$ cat src/hw/rtl/tds_pkg.sv
// Shared types and constants for the trajectory distance sum block.
`default_nettype none
package tds_pkg;

  localparam int unsigned FIELD_W   = 32;
  localparam int unsigned TOTAL_W   = 63;
  localparam int unsigned LIMIT_W   = 16;
  localparam int unsigned DIMS_W    = 2;
  localparam int unsigned CFG_IDX_W = 2;
  localparam int unsigned STATUS_W  = 2;

  localparam logic [TOTAL_W-1:0] TOTAL_MAX = {TOTAL_W{1'b1}};

  localparam logic [CFG_IDX_W-1:0] CFG_MODE  = 2'd0;
  localparam logic [CFG_IDX_W-1:0] CFG_DIMS  = 2'd1;
  localparam logic [CFG_IDX_W-1:0] CFG_LIMIT = 2'd2;

  localparam logic [DIMS_W-1:0] DIMS_PLANAR  = 2'd2;
  localparam logic [DIMS_W-1:0] DIMS_SPATIAL = 2'd3;

  localparam logic [STATUS_W-1:0] STATUS_OK        = 2'd0;
  localparam logic [STATUS_W-1:0] STATUS_INVALID   = 2'd1;
  localparam logic [STATUS_W-1:0] STATUS_SATURATED = 2'd2;

  typedef struct packed {
    logic occ;
    logic pair_ok;
    logic last;
  } tds_flags_t;

endpackage
`default_nettype wire

$ cat src/hw/rtl/tds_accum.sv
// Run accumulator with saturation, point counter and result register.
`default_nettype none
module tds_accum #(
  parameter int unsigned CW          = 32,
  parameter int unsigned COUNT_WIDTH = 16
) (
  input  wire logic                                clk_i,
  input  wire logic                                rst_ni,
  input  wire logic                                en_i,
  input  wire logic [CW:0]                         root_i,
  input  wire logic [CW-1:0]                       absx_i,
  input  tds_pkg::tds_flags_t                      flags_i,
  input  wire logic                                mode_i,
  input  wire logic [tds_pkg::DIMS_W-1:0]          dims_i,
  input  wire logic [tds_pkg::LIMIT_W-1:0]         limit_i,
  input  wire logic                                out_ready_i,
  output logic                                     out_valid_o,
  output logic [tds_pkg::TOTAL_W-1:0]              total_o,
  output logic [tds_pkg::STATUS_W-1:0]             status_o
);

  localparam int unsigned TW    = tds_pkg::TOTAL_W;
  localparam int unsigned CMP_W = (COUNT_WIDTH > tds_pkg::LIMIT_W) ?
                                  COUNT_WIDTH : tds_pkg::LIMIT_W;
  localparam logic [COUNT_WIDTH-1:0] CNT_MAX = {COUNT_WIDTH{1'b1}};

  logic [TW-1:0]          tot_d, tot_q, tot_upd, step_dist;
  logic [TW:0]            sum_w;
  logic [COUNT_WIDTH-1:0] cnt_d, cnt_q;
  logic                   inv_d, inv_q, inv_upd;
  logic                   sat_d, sat_q, sat_upd;
  logic                   multi_dim, take, load;
  logic                   ovalid_d, ovalid_q;
  logic [TW-1:0]          res_total_d, res_total_q;
  logic [tds_pkg::STATUS_W-1:0] res_status_d, res_status_q;

  always_comb begin
    multi_dim = (dims_i >= tds_pkg::DIMS_PLANAR);
    step_dist = multi_dim ? TW'(root_i) : TW'(absx_i);
    sum_w     = {1'b0, tot_q} + {1'b0, step_dist};
    take      = multi_dim || (limit_i == '0) || (CMP_W'(cnt_q) < CMP_W'(limit_i));
    load      = en_i && flags_i.occ && flags_i.last;

    tot_upd = tot_q;
    inv_upd = inv_q;
    sat_upd = sat_q;
    if (!flags_i.pair_ok) begin
      inv_upd = 1'b1;
    end else if (mode_i && take) begin
      if (sum_w > {1'b0, tds_pkg::TOTAL_MAX}) begin
        tot_upd = tds_pkg::TOTAL_MAX;
        sat_upd = 1'b1;
      end else begin
        tot_upd = sum_w[TW-1:0];
      end
    end

    tot_d = tot_q;
    inv_d = inv_q;
    sat_d = sat_q;
    cnt_d = cnt_q;
    if (en_i && flags_i.occ) begin
      if (flags_i.last) begin
        tot_d = '0;
        inv_d = 1'b0;
        sat_d = 1'b0;
        cnt_d = '0;
      end else begin
        tot_d = tot_upd;
        inv_d = inv_upd;
        sat_d = sat_upd;
        cnt_d = (cnt_q == CNT_MAX) ? cnt_q : cnt_q + 1'b1;
      end
    end
  end

  always_comb begin
    if (inv_upd) begin
      res_total_d  = '0;
      res_status_d = tds_pkg::STATUS_INVALID;
    end else if (!mode_i) begin
      res_total_d  = '0;
      res_status_d = tds_pkg::STATUS_OK;
    end else begin
      res_total_d  = tot_upd;
      res_status_d = sat_upd ? tds_pkg::STATUS_SATURATED : tds_pkg::STATUS_OK;
    end
    ovalid_d = load ? 1'b1 : (ovalid_q && !out_ready_i);
  end

  always_ff @(posedge clk_i or negedge rst_ni) begin
    if (!rst_ni) begin
      tot_q    <= '0;
      cnt_q    <= '0;
      inv_q    <= 1'b0;
      sat_q    <= 1'b0;
      ovalid_q <= 1'b0;
    end else begin
      tot_q    <= tot_d;
      cnt_q    <= cnt_d;
      inv_q    <= inv_d;
      sat_q    <= sat_d;
      ovalid_q <= ovalid_d;
    end
  end

  always_ff @(posedge clk_i) begin
    if (load) begin
      res_total_q  <= res_total_d;
      res_status_q <= res_status_d;
    end
  end

  assign out_valid_o = ovalid_q;
  assign total_o     = res_total_q;
  assign status_o    = res_status_q;

endmodule
`default_nettype wire
$ cat config.mk
export PLATFORM = sky130hd
export DESIGN_NAME = tds_accum
export DESIGN_NICKNAME = d
export VERILOG_FILES = /design/src/hw/rtl/tds_pkg.sv /design/src/hw/rtl/tds_accum.sv
export SDC_FILE = /design/constraint.sdc
export NUM_CORES = 1
export LEC_CHECK = 0
export BUFFER_PORTS_ARGS = -buffer_cell sky130_fd_sc_hd__buf_2
export CAP_MARGIN = 20
export CORE_MARGIN = 2
export CORE_UTILIZATION = 53
export CTS_CLUSTER_SIZE = 20
export DETAILED_ROUTE_END_ITERATION = 8
export PLACE_DENSITY_LB_ADDON = 0.15
export SLEW_MARGIN = 5
export SYNTH_ARGS = -nofsm -noshare
export SYNTH_HDL_FRONTEND = slang
export SYNTH_SLANG_ARGS = --single-unit
$ cat constraint.sdc
create_clock -name clk_i -period 3.05 [get_ports clk_i]
set_clock_uncertainty 0.05 [all_clocks]
set_input_delay 0.4575 -clock clk_i [delete_from_list [all_inputs] [get_ports clk_i]]
set_output_delay 0.4575 -clock clk_i [all_outputs]
set_load 0.01 [all_outputs]
==> impl_metrics.csv, run 1 <==
group,metric,value,unit
critical_path,rr_worst_depth,13,
sta,setup_slack,-366,ps
floorplanning,core_area,19300,sq um
hold_path,hold_class,"in -> async",
power_and_ir_drop,combPwrFrac,0.372,
placed_design,gp_congestion,0.995,
finish,stdcell_count,1820,
critical_path,path_cells,"buf_12 > buf_4 > buf_16 > mux2_4 > ha_4 > buf_6 > and4_4 > nand4_1 > a311oi_2 > o211ai_1 > a2111oi_4 > buf_4 > nand2b_4 > a31oi_4",
finish,final_area,16200,sq um
synthesis,synth.most_common_cell,"a21oi_1",
finish,nNetsFinal,1682,
global_routing,overflow,0,
placed_design,place_area,13700,sq um
global_routing,grt_usage,0.371,
power_and_ir_drop,p_int,4.72,mW
power_and_ir_drop,sw_frac_of_total,0.343,
critical_path,crit_buf_inv,5,
cts,ctsHtreeMaxLevel,4,
synthesis,synth.net_count,1284,
cts,cts_sinks,147,
placed_design,place_hpwl,26300,microns
power_and_ir_drop,cellLeakagePower,6.76,nW
cts,numCtsBuffers,17,
critical_path,path_depth,14,
sta,report.final.hold_viol_count,0,
run_status,violations,"negative setup slack",
cts,clockBufferDepth,2,
global_routing,grt_pass1_wl,58800,microns
synthesis,synth_common_cells,"112 x a21oi_1, 108 x nand2_1, 96 x nor2_1, 82 x dfrtp_1, 75 x o21ai_0",
sta,tightest_slew,1030,ps
finish,area_growth,55.6,%
cts,cts_hold_buf,0,
synthesis,synth_top_area_cell,"dfrtp_1",
sta,slew_headroom,0.310,
power_and_ir_drop,power,7.19,mW
floorplanning,die_w,144,microns
critical_path,critical_path_class,"in -> reg",
power_and_ir_drop,max-vdd-ir-drop,0.416,mV
critical_path,crit_top_cell,"buf_4",
critical_path,startpoint_type,"input port",
power_and_ir_drop,cellPowerDensity,444,nW/um^2
cts,cts_tree,"done",
run_status,status,"finished, violations left",
drt,drc,0,
power_and_ir_drop,clockPowerShare,0.305,
critical_path,cpMaxStageDelayCell,"a2111oi_4",
synthesis,synth_cell_type_count,89,
sta,post-route-min-period,3420,ps
sta,slew_violations,0,
synthesis,synth-edff-count,65,
synthesis,synth_top_area_share,0.197,
floorplanning,die_h,144,microns
critical_path,endpoint_kind,"flip-flop",
placed_design,place_inst,1744,
critical_path,crit_fanout,5,
critical_path,crit_family,"compound AO/OA/AOI/OAI gates",
synthesis,ys_ff_latch,147,
synthesis,async_flop_share,0.558,
sta,finalSetupTns,-18810,ps
critical_path,crit_path_max_incr_delay,470,ps
power_and_ir_drop,power_frac_seq,0.323,
global_routing,grt_max_degree,50,
global_routing,antenna_found_initial,1,
synthesis,yosysSeqAreaShare,0.385,
power_and_ir_drop,power_switching,2.46,mW
drt,finalWirelength,40500,microns
finish,fill_cells,1087,
drt,wl_per_cell,22.2,microns
synthesis,ys_warn_count,0,
sta,rsz0062_at_grt,"yes",
cts,cts-root-buf,"clkbuf_16",
synthesis,syn_inst,1143,
sta,max_freq,293,MHz
finish,drive_gt1_frac,0.505,
synthesis,synth.area.top_cells,"dfrtp_1 20%, edfxtp_1 19%, ha_1 5.9%",
job,cap_violations,0,
cts,clk_latency,440,ps
placed_design,dpl_worst_slack,-898,ps
synthesis,synth-main-ff-cell,"dfrtp_1",
sta,fin_crit_sh,1.12,
drt,vias_per_cell,6.30,
floorplanning,start_util,0.538,
floorplanning,io_pins,157,
floorplanning,dieArea,20700,sq um
synthesis,avgSynthCellArea,9.09,sq um
drt,drt_iter0_markers,1128,
global_routing,grt_pass1_vias,11000,
cts,clkTransAtPathRegs,70,ps
drt,antenna_left,0,
critical_path,worst_ep_arrival_time,3540,ps
floorplanning,num_rows,51,
placed_design,numPortBuffers,155,
drt,route.vias.total,11500,
drt,first_pass_iters,6,
synthesis,netlist_area,10400,sq um
critical_path,cp.required,3170,ps
sta,final-setup-viol-count,123,
==> worst reg2reg max path, delay by kind of cell (launching register included) <==
| family | cells | cell delay, ps |
|---|---|---|
| buffers and inverters | 3 | 370 |
| DFF | 1 | 400 |
| AOI/OAI and AO/OA | 6 | 1250 |
| adders and majority gates | 2 | 540 |
| and+or+nand+nor | 2 | 320 |
==> kinds of logic (layout without fill, tap and decap cells) <==
logic type      after synthesis  count (layout)  share of synthesized area
fa+ha+maj                    50              50                     0.0609
flops                       147             147                      0.385
simple gates                373             375                      0.180
compound gates              391             391                      0.250
other cells                   0               1                          0
mux                          39              39                     0.0413
xor+xnor                     32              32                     0.0270
buf+inv                     111             520                     0.0565
==> placed cells by master (no fill, tap or decap), types with 29 or more instances in the layout <==
cell,count
a21oi_1,57
nand4_1,29
dfrtp_1,82
a21oi_2,45
buf_4,224
edfxtp_1,65
buf_2,153
nor2_1,75
buf_6,42
o21ai_0,33
nand2_1,99
inv_1,40
==> flip-flops by register name, indices dropped and copies added (netlist names) <==
signal,cells
cnt_q,16
status_o,2
tot_q,63
sat_q,1
out_valid_o,1
inv_q,1
total_o,63
==> routing by layer <==
metal,vias to the layer above,GRT usage,part of all wire
li1,5109,-,-
met1,5496,0.475,0.39
met2,682,0.605,0.48
met3,178,0.0666,0.081
met4,0,0.185,0.053
met5,-,0,0
==> path summary, 6_finish.rpt <==
path | from | endpoint | slack, ps
max reg2reg | tot_q[0] | total_o[44] | -140
min | rst_ni | tot_q[11] | 30
min in group clk_i | out_ready_i | out_valid_o | 140
min reg2reg | out_valid_o | out_valid_o | 480
max in group asynchronous | rst_ni | cnt_q[14] | 2250
max | dims_i[1] | total_o[49] | -370
==> power groups by stage <==
stage	registers (mW)	logic, mW	clock network (mW)
2_1_floorplan	2.31	1.29	0
3_3_place_gp	2.33	2.11	0
3_5_place_dp	2.33	2.14	0
4_1_cts	2.31	2.43	2.18
5_1_grt	2.33	2.85	2.26
6_report	2.32	2.67	2.19
==> stage by stage <==
stage / hold slack (ps) / util
2_1_floorplan: 112 / -
3_3_place_gp: 450 / 0.706
3_5_place_dp: 452 / 0.706
4_1_cts: 57.3 / 0.796
5_1_grt: 99.7 / 0.836
6_report: 35.0 / 0.837
==> final cells by class <==
| class | instances | area [sq um] | share of cell area |
|---|---|---|---|
| Inverter | 42 | 159 | 0.00982 |
| Clock buffer | 17 | 425 | 0.0263 |
| Sequential cell | 147 | 4000 | 0.248 |
| Multi-Input combinational cell | 887 | 7630 | 0.472 |
| Timing Repair Buffer | 446 | 3450 | 0.213 |
| Antenna cell | 1 | 2.50 | 0.000155 |
| Tap cell | 265 | 332 | 0.0205 |
| Clock inverter | 15 | 170 | 0.0105 |
==> timing repair <==
item | 4_1_cts | 5_1_grt
endpoints found under the hold margin | 0 | 0
resized for setup | 173 | 140
gates cloned | 7 | 0
pin swaps | 58 | 73
endpoints found under the setup margin | 127 | 127
buffers inserted | 25 | 20
Note: power is estimated with default switching activity, not from simulation.
==> run 2: changes to the inputs <==
--- a/config.mk
+++ b/config.mk
@@ -8,7 +8,7 @@
 export BUFFER_PORTS_ARGS = -buffer_cell sky130_fd_sc_hd__buf_2
 export CAP_MARGIN = 20
 export CORE_MARGIN = 2
-export CORE_UTILIZATION = 53
+export CORE_UTILIZATION = 58
 export CTS_CLUSTER_SIZE = 20
 export DETAILED_ROUTE_END_ITERATION = 8
 export PLACE_DENSITY_LB_ADDON = 0.15
==> constraint.sdc (replaced) <==
create_clock -name clk_i -period 3.3 [get_ports clk_i]
set_clock_uncertainty 0.05 [all_clocks]
set_input_delay 0.495 -clock clk_i [delete_from_list [all_inputs] [get_ports clk_i]]
set_output_delay 0.495 -clock clk_i [all_outputs]
set_load 0.01 [all_outputs]
==> run 2 against run 1 <==
Compared with the run above:
- the flow still finishes with violations (negative setup slack)
- die area fell by 8.4%
- first-iteration DRC count fell by 15%
- critical path depth did not move
- sequential share of layout area rose by 2.6 points
- flip-flop and latch count did not move
- highest routed layer unchanged
- core utilization rose by 0.31 points
- global-route usage rose by 1.2 points
- via count fell by 3.5%
==> impl_metrics.csv, run 2 (synthesis gave the netlist of run 1 again) <==
group,metric,value,unit
run_status,status,"finished, violations left",
run_status,violations,"negative setup slack",
power_and_ir_drop,power_switching,2.13,mW
finish,seq_area,4000,sq um
power_and_ir_drop,power_frac_seq,0.339,
finish,area_growth,40.7,%
critical_path,crit_fanout,6,
power_and_ir_drop,cellLeakagePower,6.24,nW
global_routing,grt_use_met3,0.0694,
sta,holdWs,85.2,ps
floorplanning,io_pins,157,
power_and_ir_drop,clockPowerShare,0.315,
finish,stdcell_count,1728,
cts,cts-root-buf,"clkbuf_16",
placed_design,place_hpwl,25400,microns
sta,slew_violations,0,
finish,multi_input_area,6750,sq um
sta,post-route-min-period,3350,ps
cts,cts_tree,"done",
floorplanning,num_rows,48,
power_and_ir_drop,sw_frac_of_total,0.339,
critical_path,rr_worst_depth,10,
drt,finalWirelength,36600,microns
finish,fill_cells,1047,
critical_path,critical_path_class,"in -> reg",
sta,setup_slack,-48.3,ps
global_routing,grt_pass1_wl,55700,microns
power_and_ir_drop,cellPowerDensity,431,nW/um^2
global_routing,overflow,0,
floorplanning,die_h,138,microns
finish,most-common-layout-cells,"219 x buf_4, 153 x buf_2, 103 x nand2_1",
sta,final-setup-viol-count,3,
sta,finalSetupTns,-61.3,ps
job,cap_violations,0,
global_routing,grtUsageMet2,0.636,
placed_design,numPortBuffers,155,
power_and_ir_drop,max-vdd-ir-drop,0.455,mV
global_routing,antenna_found_initial,0,
cts,cts_sinks,147,
critical_path,cp.required,3400,ps
cts,numCtsBuffers,17,
drt,vias_per_cell,6.40,
placed_design,place_area,13400,sq um
sta,slew_headroom,0.371,
placed_design,place_inst,1676,
cts,ctsHtreeMaxLevel,4,
floorplanning,core_area,17400,sq um
finish,nNetsFinal,1630,
drt,first_pass_iters,5,
finish,final_common_cell,"buf_4",
floorplanning,die_w,138,microns
global_routing,grt.met1_usage,0.487,
drt,route.vias.total,11100,
cts,clockBufferDepth,2,
drt,wl_per_cell,21.2,microns
power_and_ir_drop,combPwrFrac,0.346,
power_and_ir_drop,p_int,4.16,mW
critical_path,startpoint_type,"input port",
cts,clkTransAtPathRegs,70,ps
finish,final_area,14600,sq um
global_routing,grt_usage,0.383,
floorplanning,dieArea,19000,sq um
placed_design,gp_congestion,1.03,
cts,clk_latency,440,ps
floorplanning,start_util,0.597,
drt,drt_iter0_markers,962,
global_routing,busiest_layer,"met2",
sta,fin_crit_sh,1.01,
critical_path,endpoint_kind,"flip-flop",
finish,drive_gt1_frac,0.418,
sta,rsz0062_at_grt,"yes",
finish,fin_util,0.840,
sta,max_freq,299,MHz
global_routing,grt_pass1_vias,10800,
hold_path,hold_class,"in -> async",
sta,report.final.hold_viol_count,0,
sta,tightest_slew,943,ps
critical_path,worst_ep_arrival_time,3440,ps
drt,antenna_left,0,
global_routing,grt_max_degree,83,
drt,drc,0,
[run 2: cell types whose count changed in the layout (fill, tap and decap cells not counted), moves of 8 or more]
cell / delta
buf_6: -34
a21oi_1: +21
o21ai_2: -21
o21ai_0: +14
a21oi_2: -13
a31oi_1: +9
nor2_1: +9
o21ai_1: +9
o22ai_4: -9
a21oi_4: -8
[run 2: final cells by class]
cell class	instances	share of cell area
Clock inverter	14	0.0100
Antenna cell	1	0.000171
Sequential cell	147	0.274
Clock buffer	18	0.0300
Timing Repair Buffer	396	0.194
Multi-Input combinational cell	885	0.462
Inverter	42	0.0109
Tap cell	225	0.0192
[run 2: metrics by stage]
step,total power [mW],worst slack [ps]
2_1_floorplan,3.33,-342
6_report,6.30,-48.3
3_3_place_gp,4.07,-593
3_5_place_dp,4.11,-638
5_1_grt,6.54,-108
4_1_cts,6.13,-13.4
[run 2: layer usage]
| metal | routed length, microns | part of all wire |
|---|---|---|
| met5 | 0 | 0 |
| met4 | 1610 | 0.044 |
| met3 | 3130 | 0.085 |
| met2 | 17400 | 0.47 |
| met1 | 14500 | 0.40 |
[run 2: timing repair]
item | in CTS | in global routing
buffers inserted | 4 | 15
hold buffers | 0 | 0
endpoints found under the setup margin | 51 | 95
pin swaps | 11 | 30
resized for setup | 30 | 63
cloned | 2 | 1
[run 2: path summary, 6_finish.rpt]
kind | start | endpoint | slack, ps
worst max-delay path | dims_i[1] | total_o[49] | -50
worst min-delay path | rst_ni | tot_q[8] | 90
worst max register to register | cnt_q[14] | tot_q[45] | 80
worst min register to register | out_valid_o | out_valid_o | 490
max in group asynchronous | rst_ni | tot_q[48] | 2440
min in group clk_i | out_ready_i | out_valid_o | 190
[run 2: worst max-delay path, stage by stage]
cell and delay [ps]:
buf_16 130, buf_8 130, mux2_2 340, ha_1 300
o211ai_1 110, o21ai_2 180, buf_4 140, nand4_1 150
a311oi_2 490, o211ai_1 160, buf_4 190, a2111oi_4 380
nand2b_1 150, a31oi_1 100
[run 2: power groups by stage]
stage / sequential, mW / clock [mW] / combinational (mW)
3_5_place_dp: 2.15 / 0 / 1.96
5_1_grt: 2.14 / 2.05 / 2.34
4_1_cts: 2.12 / 1.98 / 2.03
6_report: 2.13 / 1.98 / 2.18
3_3_place_gp: 2.15 / 0 / 1.92
2_1_floorplan: 2.14 / 0 / 1.19
