## config.mk

```make
export PLATFORM = sky130hd
export DESIGN_NAME = tds_cell
export DESIGN_NICKNAME = d
export VERILOG_FILES = /design/src/hw/rtl/tds_pkg.sv /design/src/hw/rtl/tds_cell.sv
export SDC_FILE = /design/constraint.sdc
export NUM_CORES = 1
export LEC_CHECK = 0
export ABC_AREA = 1
export BUFFER_PORTS_ARGS = -buffer_cell sky130_fd_sc_hd__buf_2
export CAP_MARGIN = 20
export CORE_UTILIZATION = 30
export DETAILED_ROUTE_END_ITERATION = 8
export GPL_TIMING_DRIVEN = 1
export HOLD_SLACK_MARGIN = 0.02
export PLACE_DENSITY_LB_ADDON = 0.15
export SYNTH_ARGS = -nofsm -noshare
export SYNTH_HDL_FRONTEND = slang
export SYNTH_SLANG_ARGS = --single-unit
```

## constraint.sdc

```tcl
create_clock -name clk_i -period 0.8 [get_ports clk_i]
set_clock_uncertainty 0.15 [all_clocks]
set_input_delay 0.16 -clock clk_i [delete_from_list [all_inputs] [get_ports clk_i]]
set_output_delay 0.16 -clock clk_i [all_outputs]
set_load 0.02 [all_outputs]
```

## src/hw/rtl/tds_pkg.sv

```systemverilog
// Shared types and constants for the trajectory distance sum block.
`default_nettype none
package tds_pkg;

  localparam int unsigned FIELD_W   = 32;
  localparam int unsigned TOTAL_W   = 63;
  localparam int unsigned LIMIT_W   = 16;
  localparam int unsigned DIMS_W    = 2;
  localparam int unsigned CFG_IDX_W = 2;
  localparam int unsigned STATUS_W  = 2;

  localparam logic [TOTAL_W-1:0] TOTAL_MAX = {TOTAL_W{1'b1}};

  localparam logic [CFG_IDX_W-1:0] CFG_MODE  = 2'd0;
  localparam logic [CFG_IDX_W-1:0] CFG_DIMS  = 2'd1;
  localparam logic [CFG_IDX_W-1:0] CFG_LIMIT = 2'd2;

  localparam logic [DIMS_W-1:0] DIMS_PLANAR  = 2'd2;
  localparam logic [DIMS_W-1:0] DIMS_SPATIAL = 2'd3;

  localparam logic [STATUS_W-1:0] STATUS_OK        = 2'd0;
  localparam logic [STATUS_W-1:0] STATUS_INVALID   = 2'd1;
  localparam logic [STATUS_W-1:0] STATUS_SATURATED = 2'd2;

  typedef struct packed {
    logic occ;
    logic pair_ok;
    logic last;
  } tds_flags_t;

endpackage
`default_nettype wire

```

## src/hw/rtl/tds_cell.sv

```systemverilog
// One square root cell: settles one root bit and hands the item to the next cell.
`default_nettype none
module tds_cell #(
  parameter int unsigned CW = 32
) (
  input  wire logic                   clk_i,
  input  wire logic                   rst_ni,
  input  wire logic                   en_i,
  input  wire logic [CW+2:0]          rem_i,
  input  wire logic [CW:0]            root_i,
  input  wire logic [2*CW+1:0]        rad_i,
  input  wire logic [CW-1:0]          absx_i,
  input  tds_pkg::tds_flags_t         flags_i,
  output logic [CW+2:0]               rem_o,
  output logic [CW:0]                 root_o,
  output logic [2*CW+1:0]             rad_o,
  output logic [CW-1:0]               absx_o,
  output tds_pkg::tds_flags_t         flags_o
);

  localparam int unsigned RT_W  = CW + 1;
  localparam int unsigned REM_W = CW + 3;
  localparam int unsigned SUM_W = 2 * CW + 2;

  logic [REM_W-1:0] rem_sh, trial, rem_d, rem_q;
  logic [RT_W-1:0]  root_d, root_q;
  logic [SUM_W-1:0] rad_d, rad_q;
  logic [CW-1:0]    absx_q;
  tds_pkg::tds_flags_t flags_q;

  always_comb begin
    rem_sh = {rem_i[REM_W-3:0], rad_i[SUM_W-1 -: 2]};
    trial  = {1'b0, root_i[RT_W-2:0], 2'b01};
    if (rem_sh >= trial) begin
      rem_d  = rem_sh - trial;
      root_d = {root_i[RT_W-2:0], 1'b1};
    end else begin
      rem_d  = rem_sh;
      root_d = {root_i[RT_W-2:0], 1'b0};
    end
    rad_d = {rad_i[SUM_W-3:0], 2'b00};
  end

  always_ff @(posedge clk_i or negedge rst_ni) begin
    if (!rst_ni) begin
      flags_q <= '0;
    end else if (en_i) begin
      flags_q <= flags_i;
    end
  end

  always_ff @(posedge clk_i) begin
    if (en_i) begin
      rem_q  <= rem_d;
      root_q <= root_d;
      rad_q  <= rad_d;
      absx_q <= absx_i;
    end
  end

  assign rem_o   = rem_q;
  assign root_o  = root_q;
  assign rad_o   = rad_q;
  assign absx_o  = absx_q;
  assign flags_o = flags_q;

endmodule
`default_nettype wire

```

==> impl_metrics.py, run 1 <==
metrics = {
    "worst_setup_path": {
        "critPathRequiredTime_ns": 0.83,
        "crit_chain": "buf_8, ha_4, a21oi_2, inv_1, nor2_2, nand2_1, nand2_1, nand3_2, nor2_4, nand2_8, clkbuf_16, nand2_1, nand2_1",
        "crit_path_top_delay_cell": "ha_4",
        "crit_family": "simple AND/OR/NAND/NOR gates",
        "cpMostUsedCell": "nand2_1",
        "cp-end-kind": "flop",
        "crit_type": "in2reg",
        "path_buf_inv": 3,
        "cpPeakStageDelay_ns": 0.25,
        "cp-start-kind": "input port",
        "worstPathArrival_ns": 1.77,
        "critPathMaxFanout": 9,
    },
    "grt": {
        "grt_overflow_total": 0,
        "antenna_found_initial": 1,
        "grt_pass1_vias": 7849,
        "track_usage_pct": 20.0,
        "grt_max_degree": 35,
        "grt_first_pass_wirelength_mm": 42.6,
    },
    "finish": {
        "final_cell_mix": "nand2_1 (234), buf_2 (214), edfxtp_1 (164)",
        "final_common_cell": "nand2_1",
        "regArea_mm2": 0.00500,
        "fill_cells": 2277,
        "drive_above_1_share_pct": 48.3,
        "fin_nets": 1655,
        "area_growth_pct": 84.4,
        "multi_input_area_mm2": 0.00351,
    },
    "sta": {
        "fmax_mhz": 576,
        "hold_viol": 41,
        "setup_ws_ns": -0.937,
        "whs_ns": -0.180,
        "rsz0062_at_grt": "yes",
        "fin_crit_sh_pct": 217,
        "slew_viol_final": 0,
        "fin_crit_ns": 1.74,
        "setup_viol": 221,
    },
    "clock_network": {
        "clk_latency_ns": 0.42,
        "clk_pin_slew_ns": 0.07,
        "clkSinkCount": 167,
        "h-tree-depth": 4,
        "cts_made_buffers": 17,
        "root_buffer": "clkbuf_16",
        "cts_tree": "built",
        "cts_buffer_depth": 2,
        "cts_hold_buffers": 129,
    },
    "worst_hold_path": {
        "hold_path.class": "in2reg",
    },
    "floorplanning": {
        "ios": 341,
        "die_area_mm2": 0.0278,
        "die_w_um": 167,
        "placementRows": 59,
        "coreArea_mm2": 0.0264,
        "start_util_pct": 30.9,
        "die_y_um": 167,
    },
    "synthesis": {
        "ys_ff_latch": 167,
        "synthesis.area_mm2": 0.00814,
        "yosys_warnings": 0,
        "synth_edf_count": 164,
        "synth_async_sr_flop_share_pct": 1.80,
        "synth_ff_type": "edfxtp_1",
        "postSynthAreaPerCell_um2": 9.81,
        "netlist_instances": 830,
        "synth_cell_type_count": 29,
        "ys_seq_area_share_pct": 61.4,
    },
    "power_and_ir_drop": {
        "vdd_drop_max_mv": 1.14,
        "p_sw_mw": 8.75,
        "seqPwrFrac_pct": 39.8,
        "cellLeakagePower_nw": 7.01,
        "p_clk_share_pct": 30.8,
        "power.total_mw": 27.5,
        "comb_power_share_pct": 29.3,
        "intPower_mw": 18.7,
        "p_sw_share_pct": 31.8,
        "p_per_area_mw_per_mm2": 1830,
    },
    "routing": {
        "routedWlPerCell_um": 16.5,
        "viasPerCell": 4.41,
        "drtAntennaViolNets": 0,
        "initialDrtViolationCount": 419,
        "routed_wl_mm": 29.7,
        "drcViolationCount": 0,
        "drt-pass1-iter-count": 8,
        "vias": 7926,
    },
    "outcome": {
        "status": "finished with violations",
        "violations": "negative hold slack, negative setup slack",
    },
    "placement": {
        "dp_hpwl_mm": 20.7,
        "io_buffers": 335,
        "gp_congestion": 0.857,
    },
    "run": {
        "cap_violations": 0,
    },
}
-- per-stage QoR --
| stage | instance area, um^2 | instances | utilization [%] | worst slack (ns) | setup TNS [ns] |
|---|---|---|---|---|---|
| CTS | 13800 | 1780 | 52.5 | -0.834 | -112.84 |
| global route | 15000 | 1798 | 56.9 | -0.975 | -121.18 |
| detailed placement | 11700 | 1618 | 44.6 | -1.46 | -93.50 |
| finish | 15000 | 1798 | 56.9 | -0.937 | -113.00 |
| floorplan | 8710 | 831 | - | -1.02 | -36.05 |
| global placement | 11700 | 1618 | 44.6 | -1.42 | -92.80 |
-- what timing repair did --
| action | CTS | global route |
|---|---|---|
| buffers inserted | 1 | 12 |
| setup endpoints to repair | 206 | 208 |
| gates resized for setup | 63 | 311 |
| gates cloned | 0 | 6 |
| endpoints found under the hold margin | 175 | 46 |
| pin swaps | 5 | 27 |
-- path summary, 6_finish.rpt --
check / from / end / slack [ns] / cells past startpoint
max: rem_i[24] / rem_o[12]$_DFFE_PP_ / -0.94 / 13
min: flags_i[1] / flags_o[1]$_DFFE_PN0P_ / -0.18 / 2
max reg2reg: flags_o[1]$_DFFE_PN0P_ / flags_o[1]$_DFFE_PN0P_ / -0.13 / 1
min reg2reg: flags_o[0]$_DFFE_PN0P_ / flags_o[0]$_DFFE_PN0P_ / 0.38 / 1
max in group asynchronous: rst_ni / flags_o[1]$_DFFE_PN0P_ / 0.48 / 2
min in group asynchronous: rst_ni / flags_o[2]$_DFFE_PN0P_ / -0.09 / 2
-- area by class of cell --
class / count / area share [%]
Antenna cell: 1 / 0.0167
Clock buffer: 17 / 2.83
Clock inverter: 15 / 1.18
Inverter: 128 / 3.45
Multi-Input combinational cell: 528 / 23.4
Sequential cell: 167 / 33.3
Tap cell: 335 / 2.79
Timing Repair Buffer: 604 / 32.8
Timing Repair inverter: 3 / 0.175
-- cell usage after synthesis (3+ instances only) --
| library cell | number | area [um^2] |
|---|---|---|
| nand4_1 | 4 | 25.0 |
| nor2_1 | 70 | 263 |
| dfrtp_1 | 3 | 75.1 |
| ha_1 | 34 | 425 |
| o21bai_1 | 3 | 22.5 |
| o21ai_0 | 6 | 30.0 |
| nand3_1 | 34 | 170 |
| nand3b_1 | 9 | 67.6 |
| buf_4 | 5 | 37.5 |
| xor2_1 | 16 | 140 |
| a21oi_1 | 23 | 115 |
| nor2_2 | 4 | 25.0 |
| buf_6 | 3 | 33.8 |
| edfxtp_1 | 164 | 4920 |
| nor3_1 | 6 | 30.0 |
| mux2_2 | 3 | 33.8 |
| inv_1 | 126 | 473 |
| nand2_1 | 302 | 1130 |
-- cells by family (layout without fill, tap and decap cells) --
logic type	count (synthesis)	in the layout	share of synthesized area, %
and+or+nand+nor	433	433	21.5
DFF	167	167	61.4
buffers and inverters	136	767	6.81
AOI/OAI and AO/OA	38	38	2.63
adders and majority gates	34	34	5.23
xor gates and xnor gates	18	18	1.94
muxes	3	3	0.415
other	1	3	0.0461
-- power groups by stage --
stage / Clock (mW) / Sequential, mW / Combinational, mW
2_1_floorplan: 0 / 12.1 / 2.27
3_3_place_gp: 0 / 11.0 / 6.20
3_5_place_dp: 0 / 11.0 / 6.22
4_1_cts: 8.78 / 10.8 / 6.95
5_1_grt: 9.04 / 11.0 / 8.63
6_report: 8.48 / 10.9 / 8.07
-- metal layers --
layer / vias to the layer above / part of all wire (%) / global-route usage [%]
met4: 0 / 2.7 / 7.09
met2: 262 / 53 / 37.4
met3: 46 / 4.5 / 3.80
li1: 3931 / - / -
met1: 3687 / 40 / 22.6
met5: - / 0 / 0
-- flip-flops by register name (all words and copies together), names as in the netlist --
name     flops
root_o      33
rad_o       64
rem_o       35
absx_o      32
flags_o      3
(Power assumes the default switching activity.)
==> inputs of run 2 (changes only) <==
==> constraint.sdc (replaced) <==
create_clock -name clk_i -period 1.64 [get_ports clk_i]
set_clock_uncertainty 0.15 [all_clocks]
set_input_delay 0.328 -clock clk_i [delete_from_list [all_inputs] [get_ports clk_i]]
set_output_delay 0.328 -clock clk_i [all_outputs]
set_load 0.02 [all_outputs]
==> run 2 against run 1 <==
The run ends with negative setup slack left; worst setup slack improved by 0.70 ns; core utilization about the same; highest routed layer unchanged; global-route usage is 0.10 points higher; hold slack improved by 0.21 ns; sequential cell count did not move; non-clock buffer count rose by 10; cell count rose by 0.56%; total power fell by 51%; sequential power decreased by 52%; via count increased by 0.68%; die area is the same; critical path type unchanged.
==> impl_metrics.py, run 2 (same netlist as run 1, synthesis figures left out) <==
metrics = {
    "worst_setup_path": {
        "cp-end-kind": "flop",
        "critPathLaunch": "rem_i[24]",
        "timing.rr.start": "flags_o[0]$_DFFE_PN0P_",
        "crit_type": "in2reg",
        "worstPathArrival_ns": 1.92,
        "critPathRequiredTime_ns": 1.67,
        "critPathMaxFanout": 8,
        "cp-start-kind": "input port",
    },
    "worst_hold_path": {
        "hold_path.class": "in2reg",
        "hp-start": "rem_i[3]",
    },
    "clock_network": {
        "clk_pin_slew_ns": 0.08,
        "clkSinkCount": 167,
        "cts_tree": "built",
        "root_buffer": "clkbuf_16",
        "cts_made_buffers": 17,
        "cts_buffer_depth": 2,
        "clk_latency_ns": 0.43,
        "h-tree-depth": 4,
    },
    "routing": {
        "drcViolationCount": 0,
        "viasPerCell": 4.41,
        "drtAntennaViolNets": 0,
        "routedWlPerCell_um": 16.3,
        "routed_wl_mm": 29.4,
        "initialDrtViolationCount": 462,
        "vias": 7980,
        "drt-pass1-iter-count": 4,
    },
    "placement": {
        "dp_hpwl_mm": 20.6,
        "io_buffers": 335,
        "dpl_worst_slack_ns": -0.881,
        "gp_congestion": 0.875,
    },
    "grt": {
        "grt_overflow_total": 0,
        "grt_max_degree": 50,
        "antenna_found_initial": 0,
        "grt_pass1_vias": 7924,
        "track_usage_pct": 20.1,
        "grt_first_pass_wirelength_mm": 43.1,
    },
    "finish": {
        "final_cell_mix": "buf_2 (305), nand2_1 (186), edfxtp_1 (164)",
        "drive_above_1_share_pct": 53.8,
        "fill_cells": 2280,
        "final_common_cell": "buf_2",
        "largest_reg_flops": 64,
        "fin_nets": 1666,
        "area_growth_pct": 84.4,
        "antenna_cells": 0,
    },
    "power_and_ir_drop": {
        "power.total_mw": 13.6,
        "vdd_drop_max_mv": 0.684,
        "p_per_area_mw_per_mm2": 906,
        "cellLeakagePower_nw": 7.01,
    },
    "floorplanning": {
        "placementRows": 59,
        "ios": 341,
        "die_w_um": 167,
        "start_util_pct": 30.9,
        "coreArea_mm2": 0.0264,
        "die_y_um": 167,
        "die_area_mm2": 0.0278,
    },
    "sta": {
        "fin_crit_sh_pct": 115,
        "fmax_mhz": 531,
        "finalSetupTns_ns": -7.43,
        "slew_viol_final": 0,
        "hold_viol": 0,
        "setup_viol": 36,
        "fin_crit_ns": 1.88,
        "rsz0062_at_grt": "yes",
        "setup_ws_ns": -0.242,
    },
    "outcome": {
        "violations": "negative setup slack",
        "status": "finished with violations",
    },
    "run": {
        "cap_violations": 0,
    },
}
[run 2: changes by cell type in the layout (fill, tap and decap cells not counted), sizes merged]
cell	change
diode	-1
buf	+7
dlygate4sd3	+4
bufinv	+2
nand2	+1
dlymetal6s4s	-1
clkinvlp	-1
inv	-1
[run 2: what timing repair did]
item | 4_1_cts | 5_1_grt
hold endpoints to repair | 134 | 0
buffers inserted | 1 | 17
gates cloned | 0 | 7
hold buffers | 132 | 0
endpoints found under the setup margin | 36 | 36
pin swaps | 13 | 52
gates resized for setup | 64 | 248
[run 2: where the power goes]
part	internal (mW)	leakage, nW	switching, mW
combinational	1.77	5.07	2.18
clock	2.35	0.309	2.03
sequential	5.16	1.64	0.102
total	9.28	7.01	4.32
[run 2: area by class of cell]
class	instances	area (um^2)	share of cell area, %
Sequential cell	167	5000	33.3
Multi-Input combinational cell	529	3940	26.3
Inverter	128	528	3.52
Timing Repair inverter	3	36.3	0.242
Clock buffer	17	425	2.83
Tap cell	335	419	2.79
Clock inverter	15	204	1.36
Timing Repair Buffer	614	4460	29.7
[run 2: through the flow]
step | instance area, um^2 | instances | hold slack (ns) | utilization [%]
final | 15000 | 1808 | 0.0269 | 57.0
after global placement | 11700 | 1619 | -0.0225 | 44.5
after floorplan | 8700 | 831 | -0.118 | -
after CTS | 13900 | 1784 | 0.0432 | 52.7
after detailed placement | 11700 | 1619 | -0.0211 | 44.5
after global routing | 15000 | 1808 | 0.0268 | 57.0
[run 2: worst paths after layout]
kind,to,slack [ns],depth (start not counted)
setup / recovery,rem_o[1]$_DFFE_PP_,-0.24,14
hold / removal,rem_o[5]$_DFFE_PP_,0.03,3
setup reg to reg,flags_o[0]$_DFFE_PN0P_,0.75,1
hold reg to reg,flags_o[1]$_DFFE_PN0P_,0.36,1
max in group asynchronous,flags_o[1]$_DFFE_PN0P_,1.17,2
min in group asynchronous,flags_o[2]$_DFFE_PN0P_,0.06,2
[run 2: critical path: stages]
cell and delay [ns]:
buf_6 0.10, ha_4 0.26, buf_6 0.13, nand2_4 0.07, nor2_4 0.04, nand2_2 0.10, nor2_4 0.04, nand2_2 0.06
nand3_2 0.10, nor2_4 0.24, nand2_8 0.13, clkbuf_16 0.19, nand2_1 0.05, o21ai_0 0.07
[run 2: layer usage]
| layer | track usage (%) | share of wire (%) | up-vias |
|---|---|---|---|
| li1 | - | - | 3948 |
| met1 | 22.5 | 40 | 3779 |
| met2 | 38.8 | 54 | 225 |
| met3 | 3.80 | 4.2 | 28 |
| met4 | 5.15 | 1.7 | 0 |
| met5 | 0 | 0 | - |
==> inputs of run 3 (changes only) <==
--- a/config.mk
+++ b/config.mk
@@ -10,7 +10,7 @@
 export CAP_MARGIN = 20
 export CORE_UTILIZATION = 30
 export DETAILED_ROUTE_END_ITERATION = 8
-export GPL_TIMING_DRIVEN = 1
+export GPL_TIMING_DRIVEN = 0
 export HOLD_SLACK_MARGIN = 0.02
 export PLACE_DENSITY_LB_ADDON = 0.15
 export SYNTH_ARGS = -nofsm -noshare
==> run 3 against run 2 <==
The flow still finishes with violations (negative setup slack); worst setup slack lost 0.038 ns; non-clock buffer count shrank 88; sequential power is essentially flat; critical endpoint is now rem_o[34]$_DFFE_PP_; largest cell class unchanged.
==> impl_metrics.py, run 3 (same netlist as run 1, synthesis figures left out) <==
metrics = {
    "sta": {
        "rsz0062_at_grt": "yes",
        "timing.slew.headroom_pct": 61.1,
        "fmax_mhz": 521,
        "tightestPinTransition_ns": 0.583,
        "slew_viol_final": 0,
        "whs_ns": 0.0481,
        "finalSetupTns_ns": -8.39,
        "setup_viol": 36,
        "fin_crit_ns": 1.92,
        "hold_viol": 0,
        "setup_ws_ns": -0.280,
        "fin_crit_sh_pct": 117,
    },
    "clock_network": {
        "h-tree-depth": 4,
        "clkSinkCount": 167,
        "cts_buffer_depth": 2,
        "root_buffer": "clkbuf_16",
        "clk_latency_ns": 0.43,
        "cts_made_buffers": 17,
        "cts_tree": "built",
        "clk_pin_slew_ns": 0.07,
    },
    "worst_hold_path": {
        "hold_path.class": "in2reg",
        "worstHoldEndpoint": "rem_o[24]$_DFFE_PP_",
        "hp-start": "rem_i[22]",
        "hold_depth": 3,
    },
    "grt": {
        "antenna_found_initial": 0,
        "grt_pass1_vias": 7648,
        "grt_max_degree": 109,
        "grt_first_pass_wirelength_mm": 42.2,
        "grt_overflow_total": 0,
        "track_usage_pct": 19.7,
    },
    "floorplanning": {
        "die_y_um": 167,
        "ios": 341,
        "die_w_um": 167,
        "die_area_mm2": 0.0278,
        "start_util_pct": 30.9,
        "placementRows": 59,
        "coreArea_mm2": 0.0264,
    },
    "finish": {
        "final_util_pct": 53.3,
        "area_growth_pct": 72.6,
        "final_common_cell": "buf_2",
        "fin_nets": 1575,
        "antenna_cells": 0,
        "multi_input_area_mm2": 0.00369,
        "drive_above_1_share_pct": 45.3,
        "final_cell_mix": "buf_2 (308), nand2_1 (208), edfxtp_1 (164)",
        "fin_area_mm2": 0.0140,
        "fill_cells": 2419,
        "regArea_mm2": 0.00500,
        "largest_reg_flops": 64,
    },
    "placement": {
        "io_buffers": 335,
        "gp_congestion": 0.850,
        "placed_cell_area_mm2": 0.0108,
        "dp_hpwl_mm": 19.5,
    },
    "worst_setup_path": {
        "reg2reg_slack_ns": 0.75,
        "cp-start-kind": "input port",
        "r2r-end": "flags_o[2]$_DFFE_PN0P_",
        "cpPeakStageDelay_ns": 0.21,
        "rr_worst_depth": 1,
        "crit_chain": "buf_8, inv_4, ha_4, nand2_2, nand2_2, inv_2, nor2_2, nor2_2, nand2_1, nand2_1, nand3_2, nor2_4, nand2_8, inv_12, clkbuf_16, a21oi_4",
        "cp.depth": 16,
        "path_buf_inv": 5,
        "critPathLaunch": "root_i[22]",
        "worstPathArrival_ns": 1.96,
        "crit_type": "in2reg",
        "timing.rr.start": "flags_o[2]$_DFFE_PN0P_",
        "crit_family": "simple AND/OR/NAND/NOR gates",
        "critPathRequiredTime_ns": 1.68,
        "cp-end-kind": "flop",
        "crit_path_top_delay_cell": "ha_4",
        "critPathMaxFanout": 8,
    },
    "run": {
        "cap_violations": 0,
    },
    "power_and_ir_drop": {
        "vdd_drop_max_mv": 0.669,
        "p_per_area_mw_per_mm2": 916,
        "cellLeakagePower_nw": 6.48,
    },
    "routing": {
        "top_layer": "met4",
        "drcViolationCount": 0,
        "drtAntennaViolNets": 0,
        "vias": 7498,
        "wl_met3_mm": 1.17,
        "drt-pass1-iter-count": 4,
        "met2_length_mm": 14.5,
        "wl_met1_mm": 11.2,
        "viasPerCell": 4.37,
        "routedWlPerCell_um": 16.0,
        "routed_wl_mm": 27.5,
        "initialDrtViolationCount": 472,
    },
    "outcome": {
        "violations": "negative setup slack",
        "status": "finished with violations",
    },
}
==> run 3: worst min-delay path: cells and delay by family <==
kind | cells | cell delay [ns]
buffers and inverters | 1 | 0.08
AND/OR/NAND/NOR | 2 | 0.10
==> run 3: worst max path at each step <==
stage,to,slack (ns)
6_report,rem_o[34]$_DFFE_PP_,-0.28
5_1_grt,rem_o[34]$_DFFE_PP_,-0.36
4_1_cts,rem_o[24]$_DFFE_PP_,-0.21
3_5_place_dp,rem_o[29]$_DFFE_PP_,-0.94
3_3_place_gp,flags_o[2]$_DFFE_PN0P_,-2.22
2_1_floorplan,rem_o[25]$_DFFE_PP_,-0.34
==> run 3: layer usage <==
layer | global-route usage (%) | vias to the layer above
li1 | - | 3758
met1 | 22.2 | 3489
met2 | 37.0 | 220
met3 | 3.49 | 31
met4 | 7.21 | 0
met5 | 0 | -
==> run 3: per-stage QoR <==
stage	cells	power [mW]	setup slack, ns
4_1_cts	1711	12.9	-0.208
3_3_place_gp	1501	8.06	-2.22
3_5_place_dp	1502	8.07	-0.937
6_report	1717	12.9	-0.280
2_1_floorplan	831	7.00	-0.344
5_1_grt	1717	13.4	-0.359
==> run 3: timing repair <==
action                                 CTS  global route
gates resized for setup                173            61
pin swaps                               41            22
hold buffers                           141             0
endpoints found under the hold margin  143             0
buffers inserted                        31             5
setup endpoints to repair               36            36
gates cloned                             5             1
==> run 3: cell type report <==
type	instances	area share, %
clock inverters	14	1.09
multi-input cells	529	26.3
flip-flops and latches	167	35.6
well taps	335	2.98
clock buffers	18	3.05
inverters	128	3.76
repair buffers	518	26.4
plain buffers	8	0.828
==> run 3: power breakdown <==
part,switching [mW],internal [mW]
registers,0.0950,5.16
clock network,2.00,2.05
logic,2.04,1.52
total,4.13,8.73
